File: src/sv/tremolo_lfo_gain_core_macros.svh
// Assertion helpers for the tremolo core; tlg_back uses them.
`ifndef TREMOLO_LFO_GAIN_CORE_MACROS_SVH
`define TREMOLO_LFO_GAIN_CORE_MACROS_SVH

// Condition c must hold in the same cycle as a.
`define TLG_ASSERT_SAME(label, clk, rst_n, a, c, msg) \
    label: assert property (@(posedge clk) disable iff (!rst_n) (a) |-> (c)) else $error(msg);

// Condition c must hold in the cycle after a.
`define TLG_ASSERT_NEXT(label, clk, rst_n, a, c, msg) \
    label: assert property (@(posedge clk) disable iff (!rst_n) (a) |=> (c)) else $error(msg);

`endif

File: src/sv/tlg_pkg.sv
package tlg_pkg;

    // Sine table resolution in phase bits (valid range 6 to 12).
    localparam int SINE_TABLE_BITS = 10;
    localparam int SINE_QUARTER    = 1 << (SINE_TABLE_BITS - 2);

    localparam logic [63:0] Q30_ONE    = 64'd1073741824;
    localparam logic [63:0] TWO_PI_Q30 = 64'd6746518852;

    localparam int SAMPLE_W = 16;
    localparam int LFO_W    = 9;
    localparam int DEPTH_W  = 12;
    localparam int GAIN_W   = 15;
    localparam int PHASE_W  = 32;

    localparam logic signed [LFO_W-1:0] LFO_PEAK = 9'sd255;
    localparam int GAIN_SHIFT  = 5;
    localparam int SCALE_SHIFT = 15;

    // Register indexes on the configuration port.
    localparam logic [1:0] REG_PHASE_INC = 2'd0;
    localparam logic [1:0] REG_DEPTH     = 2'd1;
    localparam logic [1:0] REG_WAVEFORM  = 2'd2;

    // Waveform codes; the unused code behaves as the square.
    localparam logic [1:0] WAVE_SINE     = 2'd0;
    localparam logic [1:0] WAVE_TRIANGLE = 2'd1;
    localparam logic [1:0] WAVE_SQUARE   = 2'd2;

    localparam logic [PHASE_W-1:0]  PHASE_INC_RESET = 32'd447000;
    localparam logic [DEPTH_W-1:0]  DEPTH_RESET     = 12'd2048;
    localparam logic [1:0]          WAVEFORM_RESET  = WAVE_SINE;

    // Depth of the queue between front and back; a power of two.
    localparam int QDEPTH = 2;
    localparam int QPTR_W = $clog2(QDEPTH);

    typedef struct packed {
        logic signed [SAMPLE_W-1:0] sample;
        logic signed [LFO_W-1:0]    lfo;
    } item_t;

    typedef enum logic [2:0] {
        BK_IDLE,
        BK_GAIN,
        BK_CLAMP,
        BK_SCALE,
        BK_OUT
    } back_state_t;

    typedef logic [7:0] sine_rom_t [SINE_QUARTER];

    // round(255*sin(2*pi*m/2^SINE_TABLE_BITS)) by a fixed-point Taylor series.
    // Only evaluated at elaboration to build the constant table.
    function automatic logic [7:0] quarter_sine(input logic [SINE_TABLE_BITS-2:0] m);
        logic [63:0]        x;
        logic [63:0]        x2;
        logic [63:0]        term;
        logic signed [63:0] sum;
        logic [63:0]        rnd;
        logic               neg;
        x    = (TWO_PI_Q30 * 64'(m)) >> SINE_TABLE_BITS;
        x2   = (x * x) >> 30;
        term = x;
        sum  = $signed(x);
        neg  = 1'b1;
        for (int n = 2; n <= 20; n += 2) begin
            term = ((term * x2) >> 30) / 64'(n * (n + 1));
            if (neg)
                sum = sum - $signed(term);
            else
                sum = sum + $signed(term);
            neg = !neg;
        end
        if (sum < 0)
            sum = 64'sd0;
        if (sum > $signed(Q30_ONE))
            sum = $signed(Q30_ONE);
        rnd = (($unsigned(sum) * 64'd255) + (Q30_ONE >> 1)) >> 30;
        return rnd[7:0];
    endfunction

    function automatic sine_rom_t build_sine_rom();
        sine_rom_t rom;
        for (int i = 0; i < SINE_QUARTER; i++)
            rom[i] = quarter_sine((SINE_TABLE_BITS - 1)'(i));
        return rom;
    endfunction

    localparam sine_rom_t  SINE_ROM  = build_sine_rom();
    localparam logic [7:0] SINE_PEAK = quarter_sine((SINE_TABLE_BITS - 1)'(SINE_QUARTER));

endpackage

File: src/sv/tremolo_lfo_gain_core.sv
// Tremolo core: each signed 16-bit audio item pushed in advances a 32-bit LFO
// phase by phase_increment, picks a sine, triangle or square LFO value in
// -255..255 from the new phase, and comes out as (sample * gain) >> 15 with
// gain = 32767 - ((depth * (255 - lfo)) >> 5), clamped at 0, together with the
// LFO value used. Both sides behave as queues: an item is taken when push is
// high and full is low, and a result is taken when pop is high and empty is
// low. The front end holds each item it takes in a staging register, and a
// two-entry queue lets it keep taking items while the back end is busy. The
// back end shares a single multiplier between the depth product and the sample
// product, so it steps each item through GAIN, CLAMP, SCALE and OUT and takes
// no new item from the queue before OUT; this sets the sustained rate.
// Configuration registers (phase_increment, depth, waveform) are written on a
// separate valid/ready port that is always ready; they should only be changed
// while no item is in flight.
module tremolo_lfo_gain_core (
    input  logic                                  clk,
    input  logic                                  rst_n,

    input  logic                                  push,
    output logic                                  full,
    input  logic signed [tlg_pkg::SAMPLE_W-1:0]   sample_in,

    output logic                                  empty,
    input  logic                                  pop,
    output logic signed [tlg_pkg::SAMPLE_W-1:0]   sample_out,
    output logic signed [tlg_pkg::LFO_W-1:0]      lfo_value,

    input  logic                                  cfg_valid,
    output logic                                  cfg_ready,
    input  logic [1:0]                            cfg_index,
    input  logic [31:0]                           cfg_data
);

    logic [tlg_pkg::PHASE_W-1:0]  phase_inc_reg;
    logic [tlg_pkg::DEPTH_W-1:0]  depth_reg;
    logic [1:0]                   waveform_reg;
    logic                         cfg_write;

    // Front end to queue, and queue to back end.
    logic                         q_push;
    logic                         q_full;
    tlg_pkg::item_t               q_wdata;
    logic                         q_pop;
    logic                         q_empty;
    tlg_pkg::item_t               q_rdata;

    // The register file never stalls a write.
    assign cfg_ready = 1'b1;
    assign cfg_write = cfg_valid && cfg_ready;

    // A write to the unused index is simply dropped.
    always_ff @(posedge clk or negedge rst_n)
    begin
        if (!rst_n)
        begin
            phase_inc_reg <= tlg_pkg::PHASE_INC_RESET;
            depth_reg     <= tlg_pkg::DEPTH_RESET;
            waveform_reg  <= tlg_pkg::WAVEFORM_RESET;
        end
        else if (cfg_write)
        begin
            case (cfg_index)
                tlg_pkg::REG_PHASE_INC: phase_inc_reg <= cfg_data;
                tlg_pkg::REG_DEPTH:     depth_reg     <= cfg_data[tlg_pkg::DEPTH_W-1:0];
                tlg_pkg::REG_WAVEFORM:  waveform_reg  <= cfg_data[1:0];
                default:
                begin
                    phase_inc_reg <= phase_inc_reg;
                end
            endcase
        end
    end

    // The front end holds the phase accumulator and forms the LFO value for
    // the item it has staged.
    tlg_front u_front (
        .clk             (clk),
        .rst_n           (rst_n),
        .push            (push),
        .sample_in       (sample_in),
        .full            (full),
        .phase_increment (phase_inc_reg),
        .waveform        (waveform_reg),
        .q_full          (q_full),
        .q_push          (q_push),
        .q_item          (q_wdata)
    );

    // Short queue so that front and back end stall independently.
    tlg_queue u_queue (
        .clk     (clk),
        .rst_n   (rst_n),
        .q_push  (q_push),
        .q_wdata (q_wdata),
        .q_full  (q_full),
        .q_pop   (q_pop),
        .q_rdata (q_rdata),
        .q_empty (q_empty)
    );

    // The back end computes the gain and the scaled sample, and holds the
    // result in an output register until it is popped.
    tlg_back u_back (
        .clk        (clk),
        .rst_n      (rst_n),
        .depth      (depth_reg),
        .q_empty    (q_empty),
        .q_item     (q_rdata),
        .q_pop      (q_pop),
        .empty      (empty),
        .pop        (pop),
        .sample_out (sample_out),
        .lfo_value  (lfo_value)
    );

endmodule

File: src/sv/tlg_front.sv
module tlg_front (
    input  logic                                   clk,
    input  logic                                   rst_n,
    input  logic                                   push,
    input  logic signed [tlg_pkg::SAMPLE_W-1:0]    sample_in,
    output logic                                   full,
    input  logic [tlg_pkg::PHASE_W-1:0]            phase_increment,
    input  logic [1:0]                             waveform,
    input  logic                                   q_full,
    output logic                                   q_push,
    output tlg_pkg::item_t                         q_item
);

    localparam int KB = tlg_pkg::SINE_TABLE_BITS;
    localparam int JB = KB - 2;

    logic [tlg_pkg::PHASE_W-1:0]         phase_reg;
    logic [tlg_pkg::PHASE_W-1:0]         phase_next;
    logic                                stage_valid_reg;
    logic                                stage_valid_next;
    logic signed [tlg_pkg::SAMPLE_W-1:0] stage_sample_reg;
    logic                                accept;

    logic [KB-1:0]                       k;
    logic [1:0]                          quad;
    logic [JB-1:0]                       j;
    logic [JB-1:0]                       j_mirror;
    logic [7:0]                          sine_mag;
    logic [7:0]                          tri_p;
    logic signed [tlg_pkg::LFO_W-1:0]    sine_val;
    logic signed [tlg_pkg::LFO_W-1:0]    tri_val;
    logic signed [tlg_pkg::LFO_W-1:0]    lfo;

    assign full   = stage_valid_reg && q_full;
    assign accept = push && !full;
    assign q_push = stage_valid_reg && !q_full;

    always_comb
    begin
        stage_valid_next = stage_valid_reg;
        phase_next       = phase_reg;
        if (accept)
        begin
            stage_valid_next = 1'b1;
            phase_next       = phase_reg + phase_increment;
        end
        else if (q_push)
        begin
            stage_valid_next = 1'b0;
        end
    end

    always_ff @(posedge clk or negedge rst_n)
    begin
        if (!rst_n)
        begin
            phase_reg       <= '0;
            stage_valid_reg <= 1'b0;
        end
        else
        begin
            phase_reg       <= phase_next;
            stage_valid_reg <= stage_valid_next;
        end
    end

    always_ff @(posedge clk)
    begin
        if (accept)
            stage_sample_reg <= sample_in;
    end

    // The staged item's phase is phase_reg until the next item is taken.
    always_comb
    begin
        k        = phase_reg[tlg_pkg::PHASE_W-1 -: KB];
        quad     = k[KB-1:KB-2];
        j        = k[JB-1:0];
        j_mirror = JB'(0) - j;
        if (quad[0])
        begin
            if (j == '0)
                sine_mag = tlg_pkg::SINE_PEAK;
            else
                sine_mag = tlg_pkg::SINE_ROM[j_mirror];
        end
        else
        begin
            sine_mag = tlg_pkg::SINE_ROM[j];
        end
        sine_val = quad[1] ? -$signed({1'b0, sine_mag}) : $signed({1'b0, sine_mag});

        tri_p = phase_reg[29:22];
        case (phase_reg[31:30])
            2'd0:    tri_val = $signed({1'b0, tri_p});
            2'd1:    tri_val = tlg_pkg::LFO_PEAK - $signed({1'b0, tri_p});
            2'd2:    tri_val = -$signed({1'b0, tri_p});
            default: tri_val = $signed({1'b0, tri_p}) - tlg_pkg::LFO_PEAK;
        endcase

        case (waveform)
            tlg_pkg::WAVE_SINE:     lfo = sine_val;
            tlg_pkg::WAVE_TRIANGLE: lfo = tri_val;
            default:                lfo = phase_reg[31] ? -tlg_pkg::LFO_PEAK : tlg_pkg::LFO_PEAK;
        endcase
    end

    assign q_item.sample = stage_sample_reg;
    assign q_item.lfo    = lfo;

endmodule

File: src/sv/tlg_queue.sv
module tlg_queue (
    input  logic           clk,
    input  logic           rst_n,
    input  logic           q_push,
    input  tlg_pkg::item_t q_wdata,
    output logic           q_full,
    input  logic           q_pop,
    output tlg_pkg::item_t q_rdata,
    output logic           q_empty
);

    tlg_pkg::item_t                  mem [tlg_pkg::QDEPTH];
    logic [tlg_pkg::QPTR_W-1:0]      wr_ptr_reg;
    logic [tlg_pkg::QPTR_W-1:0]      wr_ptr_next;
    logic [tlg_pkg::QPTR_W-1:0]      rd_ptr_reg;
    logic [tlg_pkg::QPTR_W-1:0]      rd_ptr_next;
    logic [tlg_pkg::QPTR_W:0]        count_reg;
    logic [tlg_pkg::QPTR_W:0]        count_next;
    logic                            do_push;
    logic                            do_pop;

    assign q_full  = (count_reg == (tlg_pkg::QPTR_W + 1)'(tlg_pkg::QDEPTH));
    assign q_empty = (count_reg == '0);
    assign do_push = q_push && !q_full;
    assign do_pop  = q_pop && !q_empty;
    assign q_rdata = mem[rd_ptr_reg];

    always_comb
    begin
        wr_ptr_next = do_push ? wr_ptr_reg + 1'b1 : wr_ptr_reg;
        rd_ptr_next = do_pop ? rd_ptr_reg + 1'b1 : rd_ptr_reg;
        count_next  = count_reg;
        if (do_push && !do_pop)
            count_next = count_reg + 1'b1;
        else if (do_pop && !do_push)
            count_next = count_reg - 1'b1;
    end

    always_ff @(posedge clk or negedge rst_n)
    begin
        if (!rst_n)
        begin
            wr_ptr_reg <= '0;
            rd_ptr_reg <= '0;
            count_reg  <= '0;
        end
        else
        begin
            wr_ptr_reg <= wr_ptr_next;
            rd_ptr_reg <= rd_ptr_next;
            count_reg  <= count_next;
        end
    end

    always_ff @(posedge clk)
    begin
        if (do_push)
            mem[wr_ptr_reg] <= q_wdata;
    end

endmodule

File: src/sv/tlg_back.sv
`include "tremolo_lfo_gain_core_macros.svh"

module tlg_back (
    input  logic                                  clk,
    input  logic                                  rst_n,
    input  logic [tlg_pkg::DEPTH_W-1:0]           depth,
    input  logic                                  q_empty,
    input  tlg_pkg::item_t                        q_item,
    output logic                                  q_pop,
    output logic                                  empty,
    input  logic                                  pop,
    output logic signed [tlg_pkg::SAMPLE_W-1:0]   sample_out,
    output logic signed [tlg_pkg::LFO_W-1:0]      lfo_value
);

    tlg_pkg::back_state_t                 state_reg;
    tlg_pkg::back_state_t                 state_next;
    tlg_pkg::item_t                       item_reg;
    logic signed [32:0]                   mul_reg;
    logic [tlg_pkg::GAIN_W-1:0]           gain_reg;
    logic [tlg_pkg::GAIN_W-1:0]           gain_next;
    logic                                 out_valid_reg;
    logic                                 out_valid_next;
    logic signed [tlg_pkg::SAMPLE_W-1:0]  out_sample_reg;
    logic signed [tlg_pkg::LFO_W-1:0]     out_lfo_reg;

    logic                                 out_free;
    logic                                 start;
    logic                                 out_load;
    logic                                 mul_load;
    logic signed [16:0]                   mul_a;
    logic signed [15:0]                   mul_b;
    logic signed [32:0]                   mul_p;
    logic signed [10:0]                   lfo_inv;
    logic [16:0]                          shr;
    logic signed [17:0]                   diff;

    assign out_free = !out_valid_reg || pop;
    assign start    = !q_empty
                      && (state_reg == tlg_pkg::BK_IDLE
                          || (state_reg == tlg_pkg::BK_OUT && out_free));

    always_comb
    begin
        state_next = state_reg;
        case (state_reg)
            tlg_pkg::BK_IDLE:  if (start) state_next = tlg_pkg::BK_GAIN;
            tlg_pkg::BK_GAIN:  state_next = tlg_pkg::BK_CLAMP;
            tlg_pkg::BK_CLAMP: state_next = tlg_pkg::BK_SCALE;
            tlg_pkg::BK_SCALE: state_next = tlg_pkg::BK_OUT;
            tlg_pkg::BK_OUT:
            begin
                if (start)
                    state_next = tlg_pkg::BK_GAIN;
                else if (out_free)
                    state_next = tlg_pkg::BK_IDLE;
            end
            default:           state_next = tlg_pkg::BK_IDLE;
        endcase
    end

    always_comb
    begin
        q_pop    = start;
        out_load = (state_reg == tlg_pkg::BK_OUT) && out_free;
        mul_load = 1'b0;
        lfo_inv  = 11'sd255 - 11'(item_reg.lfo);
        mul_a    = 17'(signed'({1'b0, depth}));
        mul_b    = 16'(lfo_inv);
        case (state_reg)
            tlg_pkg::BK_GAIN:
            begin
                mul_load = 1'b1;
            end
            tlg_pkg::BK_SCALE:
            begin
                mul_load = 1'b1;
                mul_a    = 17'(item_reg.sample);
                mul_b    = $signed({1'b0, gain_reg});
            end
            default:
            begin
                mul_load = 1'b0;
            end
        endcase
    end

    assign mul_p = mul_a * mul_b;

    // depth*(255-lfo) stays below 2^21, so the shifted value fits 17 bits.
    always_comb
    begin
        shr       = mul_reg[21:tlg_pkg::GAIN_SHIFT];
        diff      = 18'sd32767 - $signed({1'b0, shr});
        gain_next = (diff < 0) ? '0 : diff[tlg_pkg::GAIN_W-1:0];
    end

    always_comb
    begin
        out_valid_next = out_valid_reg;
        if (out_load)
            out_valid_next = 1'b1;
        else if (pop)
            out_valid_next = 1'b0;
    end

    always_ff @(posedge clk or negedge rst_n)
    begin
        if (!rst_n)
        begin
            state_reg     <= tlg_pkg::BK_IDLE;
            out_valid_reg <= 1'b0;
        end
        else
        begin
            state_reg     <= state_next;
            out_valid_reg <= out_valid_next;
        end
    end

    always_ff @(posedge clk)
    begin
        if (start)
            item_reg <= q_item;
        if (mul_load)
            mul_reg <= mul_p;
        if (state_reg == tlg_pkg::BK_CLAMP)
            gain_reg <= gain_next;
        if (out_load)
        begin
            out_sample_reg <= mul_reg[tlg_pkg::SCALE_SHIFT + tlg_pkg::SAMPLE_W - 1:
                                      tlg_pkg::SCALE_SHIFT];
            out_lfo_reg    <= item_reg.lfo;
        end
    end

    assign empty      = !out_valid_reg;
    assign sample_out = out_sample_reg;
    assign lfo_value  = out_lfo_reg;

    `TLG_ASSERT_SAME(a_pop_needs_item, clk, rst_n, q_pop, !q_empty, "queue popped while empty")
    `TLG_ASSERT_SAME(a_gain_product_nonneg, clk, rst_n, state_reg == tlg_pkg::BK_CLAMP, mul_reg >= 0, "negative depth product")
    `TLG_ASSERT_NEXT(a_result_waits, clk, rst_n, state_reg == tlg_pkg::BK_OUT && out_valid_reg && !pop, state_reg == tlg_pkg::BK_OUT, "result overwrote a waiting item")
    `TLG_ASSERT_NEXT(a_scale_follows_clamp, clk, rst_n, state_reg == tlg_pkg::BK_CLAMP, state_reg == tlg_pkg::BK_SCALE, "clamp not followed by scale")

endmodule
File: config.mk
export PLATFORM = sky130hd
export DESIGN_NAME = tremolo_lfo_gain_core
export DESIGN_NICKNAME = d
export VERILOG_FILES = /design/src/sv/tlg_pkg.sv /design/src/sv/tremolo_lfo_gain_core.sv /design/src/sv/tlg_front.sv /design/src/sv/tlg_queue.sv /design/src/sv/tlg_back.sv
export VERILOG_INCLUDE_DIRS = /design/src /design/src/sv
export SDC_FILE = /design/constraint.sdc
export NUM_CORES = 1
export LEC_CHECK = 0
export BUFFER_PORTS_ARGS = -buffer_cell sky130_fd_sc_hd__buf_2
export CAP_MARGIN = 20
export CORE_MARGIN = 2
export CORE_UTILIZATION = 40
export DETAILED_ROUTE_END_ITERATION = 10
export GPL_ROUTABILITY_DRIVEN = 0
export HOLD_SLACK_MARGIN = 0.03
export MAX_ROUTING_LAYER = met4
export SETUP_SLACK_MARGIN = 0.05
export SLEW_MARGIN = 20
export SYNTH_ARGS = -nofsm -noshare
export SYNTH_HDL_FRONTEND = slang
export SYNTH_SLANG_ARGS = --single-unit
File: constraint.sdc
create_clock -name clk -period 10.29 [get_ports clk]
set_input_delay 0.5145 -clock clk [delete_from_list [all_inputs] [get_ports clk]]
set_output_delay 0.5145 -clock clk [all_outputs]
set_load 0.02 [all_outputs]
== Word level (Yosys, flattened, before mapping) ==
Memories as Yosys holds them, arrays and structs flattened. A register that Yosys moved wholly into a read port is not among the register bits.
Index checks and enable logic that the tools add are counted.

* $add $sub $neg: 12
* Reductions and logical operators: 31
* Equality and inequality tests: 12
* Order comparisons: 3
* Multiplexer cells: 25
* Bitwise operators: 2
* Multiply operators: 1

{| class="wikitable"
|+ Operators by type and width
! operator !! count
|-
| $mux 8 || 6
|-
| $add 32x32->32 || 1
|-
| $mul 17x16->31 || 1
|-
| $pmux 9 s3 || 1
|-
| $ge 9x9->1 const B || 2
|-
| $lt 18x1->1 const B || 1
|-
| $mux 9 || 2
|-
| $neg 8->9 || 2
|-
| $not 8->9 || 2
|-
| $pmux 9 s2 || 1
|-
| $sub 15x17->18 const A || 1
|-
| $mux 17 || 1
|-
| $mux 16 || 1
|-
| $pmux 3 s5 || 1
|-
| $sub 9x9->10 const A || 1
|-
| $logic_and 1x1->1 || 9
|-
| $mux 3 || 3
|-
| $sub 8x8->9 const A || 1
|-
| $sub 8x8->9 const B || 1
|-
| $logic_not 2->1 || 4
|-
| $logic_not 8->1 || 1
|-
| $reduce_and 2->1 || 4
|-
| $sub 1x8->8 const A || 1
|-
| $mux 1 || 7
|-
| 16 further kinds || 31
|}

* Output and inout port bits: 28
* Bits in writable memories: 50
* Bits in read-only memories: 4096
* Register bits after elaboration: 174
* Word-level logic and storage cells: 104
* Memories kept: 3

{| class="wikitable"
|+ Memories
! memory !! depth !! width !! rd ports !! clocked after memory_dff !! wr ports !! RTL line !! source
|-
| (no name shown) || 256 || 8 || 1 || 0 || 0 || tlg_front.sv:85 || <nowiki>sine_mag = tlg_pkg::SINE_ROM[j_mirror];</nowiki>
|-
| (no name shown) || 256 || 8 || 1 || 0 || 0 || tlg_front.sv:89 || <nowiki>sine_mag = tlg_pkg::SINE_ROM[j];</nowiki>
|-
| u_queue.mem || 2 || 25 || 1 || 1 || 1 || tlg_queue.sv:12 || <nowiki>tlg_pkg::item_t mem [tlg_pkg::QDEPTH];</nowiki>
|}

== Depth between registers and ports, before layout ==
* Word-level depth: 10
* Depth in mapped cells: 29

== Modules after synthesis ==
From an unflattened synthesis, not the netlist that was laid out.

* Cell total of the unflattened synthesis: 2529
* Area, all modules: 24602.3 sq um

{| class="wikitable"
|+ By module, submodules not included
! module !! seq. area each (sq um) !! area an instance (sq um) !! cells an instance !! instances
|-
| tlg_back || 2832.7 || 12630.9 || 1245 || 1
|-
| tlg_front || 1306.3 || 8102.8 || 1086 || 1
|-
| tlg_queue || 1601.5 || 2102.0 || 97 || 1
|-
| tremolo_lfo_gain_core || 1162.4 || 1766.7 || 101 || 1
|}

== Least setup slack after synthesis ==
OpenSTA, ideal clock, no wires.

* Path type: flip-flop to flip-flop
* Start point: register u_back.state_reg[0]
* End point: register u_back.mul_reg[29], data pin
* Data required time: 10032 ps
* Path slack: 2827 ps
* Cell stages (with the launch flop): 26
* Period minus slack after synthesis: 7463 ps
* Arrival: 7205 ps
* Path buffers: 1
* Cell sequence: dfrtp_1 > nor2b_1 > nand2_1 > clkbuf_1 > nand2_1 > nand2_1 > nand2_1 > fa_1 > fa_1 > inv_1 > fa_1 > fa_1 > fa_1 > inv_1 > fa_1 > inv_1 > ha_1 > a21o_1 > a21o_1 > a21oi_1 > nor2b_1 > o21ai_0 > o2111ai_1 > o311ai_1 > a21oi_1 > xnor2_1

* Longest elaborated chain between the ends: 3
* Elaborated cells on any way between the ends: 4
* Those cells by class: mul: 1; eq/ne: 1; mux: 2

{| class="wikitable"
|+ RTL lines
! item !! RTL line !! source
|-
| start: declaration || tlg_back.sv:16 || <nowiki>tlg_pkg::back_state_t state_reg;</nowiki>
|-
| start signal: assignment || tlg_back.sv:111 || <nowiki>state_reg <= tlg_pkg::BK_IDLE;</nowiki>
|-
| start signal: assignment || tlg_back.sv:116 || <nowiki>state_reg <= state_next;</nowiki>
|-
| $eq 3x2->1 * || tlg_back.sv:70 || <nowiki>case (state_reg)</nowiki>
|-
| $mux 17 / $mux 16 (equally long branches) || tlg_back.sv:70 ||
|-
| $mul 17x16->31 * || tlg_back.sv:88 || <nowiki>assign mul_p = mul_a * mul_b;</nowiki>
|-
| named net u_back.mul_p[29] || tlg_back.sv:33 || <nowiki>logic signed [32:0] mul_p;</nowiki>
|-
| end signal: assignment || tlg_back.sv:126 || <nowiki>mul_reg <= mul_p;</nowiki>
|-
| end: declaration || tlg_back.sv:19 || <nowiki>logic signed [32:0] mul_reg;</nowiki>
|}

Mark *: on every way through the listed nets, which the timed path passes. The rest lies on a longest branch.
A chain may end at the register's enable or synchronous reset.

== Worst setup path in the final report ==
* Start point: register u_back.state_reg[2]
* End point: register u_back.mul_reg[29], data pin

Same word-level chain as after synthesis.

==> results.py <==
metrics = {
    "outcome": {
        "status": "complete, no violations",
    },
    "finish": {
        "drive_gt1_frac": 0.115,
        "nNetsFinal": 2979,
        "syn2layout_area_growth_pct": 8.17,
        "most-common-layout-cells": "inv_1, nand2_1, fa_1, nor2_1, edfxtp_1",
        "final_common_cell": "inv_1",
        "largest_reg_flops": 50,
    },
    "clock_network": {
        "htree_levels": 1,
        "cts_tree": "done",
        "cts_resized": 0,
        "numCtsBuffers": 28,
        "cts-root-buf": "clkbuf_16",
        "clk_latency_ns": 0.59,
        "clk_pin_slew_ns": 0.06,
        "cts_buffer_depth": 3,
        "cts.sinks": 244,
    },
    "worst_setup_path": {
        "cp-end-kind": "register",
        "r2r_cells": 22,
        "worst-setup-path-type": "reg2reg",
        "r2r_end": "u_back.mul_reg[29]$_DFFE_PP_",
        "rr_startpoint": "u_back.state_reg[2]$_DFFE_PN0P_",
        "crit_fanout": 70,
        "rrSetupSlack_ns": 2.16,
        "start_kind": "register",
        "worst-endpoint-required_ns": 10.60,
        "worstPathArrival_ns": 8.44,
    },
    "sta": {
        "worst_pin_slew_ns": 1.02,
        "max_slew_margin": 0.319,
        "fin_crit_ns": 8.13,
        "max_freq_mhz": 123,
        "finalSetupTns_ns": 0,
        "drv_slew": 0,
        "finalHoldViolations": 0,
        "setup_viol": 0,
        "fin_ws_ns": 2.16,
        "skew_ns": 0.0482,
        "post-route-period-util": 0.790,
        "grt_setup_unrepaired": "no",
    },
    "placed_design": {
        "hpwl_um": 49600,
        "dpl_worst_slack_ns": 2.22,
        "portBuffers": 81,
    },
    "logic_synthesis": {
        "synth_seq_cells": 244,
        "synth_enable_flop_cells": 157,
        "ys.flop_type": "edfxtp_1",
        "synth_area_um2": 24400,
        "synth.avg_cell_area_um2": 9.61,
        "async_flop_share": 0.357,
        "syn_nets": 2977,
        "synth.distinct_cells": 99,
        "synth_cells": 2534,
        "ys_warn_count": 0,
        "yosysSeqAreaShare": 0.283,
    },
    "floorplanning": {
        "pin_count": 83,
        "initial_core_util": 0.404,
        "core-area_um2": 60200,
        "die_area_um2": 62900,
        "die_h_um": 251,
        "rows": 90,
        "die_x_um": 251,
    },
    "routing": {
        "routed_wl_um": 65300,
        "first_pass_iters": 6,
        "vias": 18898,
        "drtAntennaViolNets": 0,
        "viasPerCell": 5.66,
        "drtIter0Drc": 1923,
        "drc": 0,
        "post_drt_wl_per_cell_um": 19.6,
    },
    "global_route": {
        "antenna_found_initial": 1,
        "overflow": 0,
        "grt_first_pass_wirelength_um": 104000,
        "grt_use_total": 0.214,
        "first_global_vias": 18998,
        "grt_max_degree": 71,
    },
    "min_path": {
        "whs_path_depth": 1,
        "hold_class": "in2reg",
        "min_from": "sample_in[14]",
        "hold_path_end": "u_front.stage_sample_reg[14]$_DFFE_PP_",
    },
    "run": {
        "max_cap_violations": 0,
    },
}
==> cells in the mapped netlist (32+ instances only) <==
| cell | number | share of area |
|---|---|---|
| xnor2_1 | 64 | 0.023 |
| fa_1 | 241 | 0.20 |
| clkbuf_1 | 80 | 0.012 |
| nor2_1 | 181 | 0.028 |
| edfxtp_1 | 157 | 0.19 |
| nor3_1 | 42 | 0.0086 |
| dfrtp_1 | 78 | 0.080 |
| a21o_1 | 32 | 0.0099 |
| nand3_1 | 40 | 0.0082 |
| inv_1 | 324 | 0.050 |
| buf_2 | 33 | 0.0068 |
| and3_1 | 75 | 0.019 |
| xor2_1 | 37 | 0.013 |
| mux2_2 | 75 | 0.035 |
| nand2_1 | 260 | 0.040 |
| a21oi_1 | 102 | 0.021 |
| ha_1 | 147 | 0.076 |
| o21ai_0 | 123 | 0.025 |
==> timing repair <==
item                       4_1_cts  5_1_grt
setup buffers                    0        0
setup endpoints to repair        0        0
hold endpoints to repair        25        0
hold buffers                     1        0
==> logic make-up after synthesis <==
family	count (synthesis)	synth area share
AOI/OAI and AO/OA	487	0.134
xor gates and xnor gates	103	0.0379
adders and majority gates	389	0.274
buffers and inverters	474	0.0779
DFF	244	0.283
muxes	108	0.0508
other	1	0.000154
and+or+nand+nor	728	0.142
==> per-layer routing <==
| layer | GRT usage | share of wire |
|---|---|---|
| met1 | 0.277 | 0.42 |
| met2 | 0.339 | 0.46 |
| met3 | 0.0369 | 0.081 |
| met4 | 0.0734 | 0.040 |
| met5 | - | 0 |
==> layout make-up <==
type | count | area, um2
fill | 5741 | 33900
multi-input combinational | 1816 | 15600
sequential | 244 | 6910
inverter | 330 | 1240
tap | 782 | 978
clock buffer | 38 | 802
timing repair buffer | 116 | 681
clock inverter | 14 | 119
antenna | 1 | 2.50
==> worst max path at each step <==
stage / startpoint / to / slack (ns) / cells past startpoint
final: u_back.state_reg[2]$_DFFE_PN0P_ / u_back.mul_reg[29]$_DFFE_PP_ / 2.16 / 22
after detailed placement: u_back.state_reg[2]$_DFFE_PN0P_ / u_back.mul_reg[29]$_DFFE_PP_ / 2.22 / 22
after floorplan: u_back.state_reg[0]$_DFFE_PN0P_ / u_back.mul_reg[29]$_DFFE_PP_ / 2.83 / 25
after CTS: u_back.state_reg[2]$_DFFE_PN0P_ / u_back.mul_reg[29]$_DFFE_PP_ / 2.17 / 22
after global routing: u_back.state_reg[2]$_DFFE_PN0P_ / u_back.mul_reg[29]$_DFFE_PP_ / 1.67 / 24
after global placement: u_back.state_reg[2]$_DFFE_PN0P_ / u_back.mul_reg[29]$_DFFE_PP_ / 2.41 / 24
==> per-stage QoR <==
step	hold WS, ns	area [um2]	cells	utilization
2_1_floorplan	0.219	24400	2534	-
3_5_place_dp	0.405	25400	3286	0.422
3_3_place_gp	0.405	25400	3286	0.422
6_report	0.0980	26300	3341	0.437
5_1_grt	0.0712	26300	3341	0.437
4_1_cts	0.0654	26300	3339	0.437
==> critical path, stage by stage (launching register included) <==
cell and delay (ns):
dfrtp_1 0.47, and3b_4 0.77, buf_4 0.57, and2_1 0.51
nand2_1 0.24, fa_1 0.69, inv_1 0.14, fa_1 0.53
fa_1 0.45, fa_1 0.51, fa_1 0.49, inv_1 0.05
fa_1 0.47, inv_1 0.04, ha_1 0.34, a21o_1 0.14
a21o_1 0.11, a21oi_1 0.07, o21ai_0 0.17, o2111ai_1 0.30
o311ai_1 0.47, a21oi_1 0.14, xnor2_1 0.14
Power is left out: the tool's default activity adds up to more than one toggle a clock period on the data nets, which glitch-free logic cannot reach.
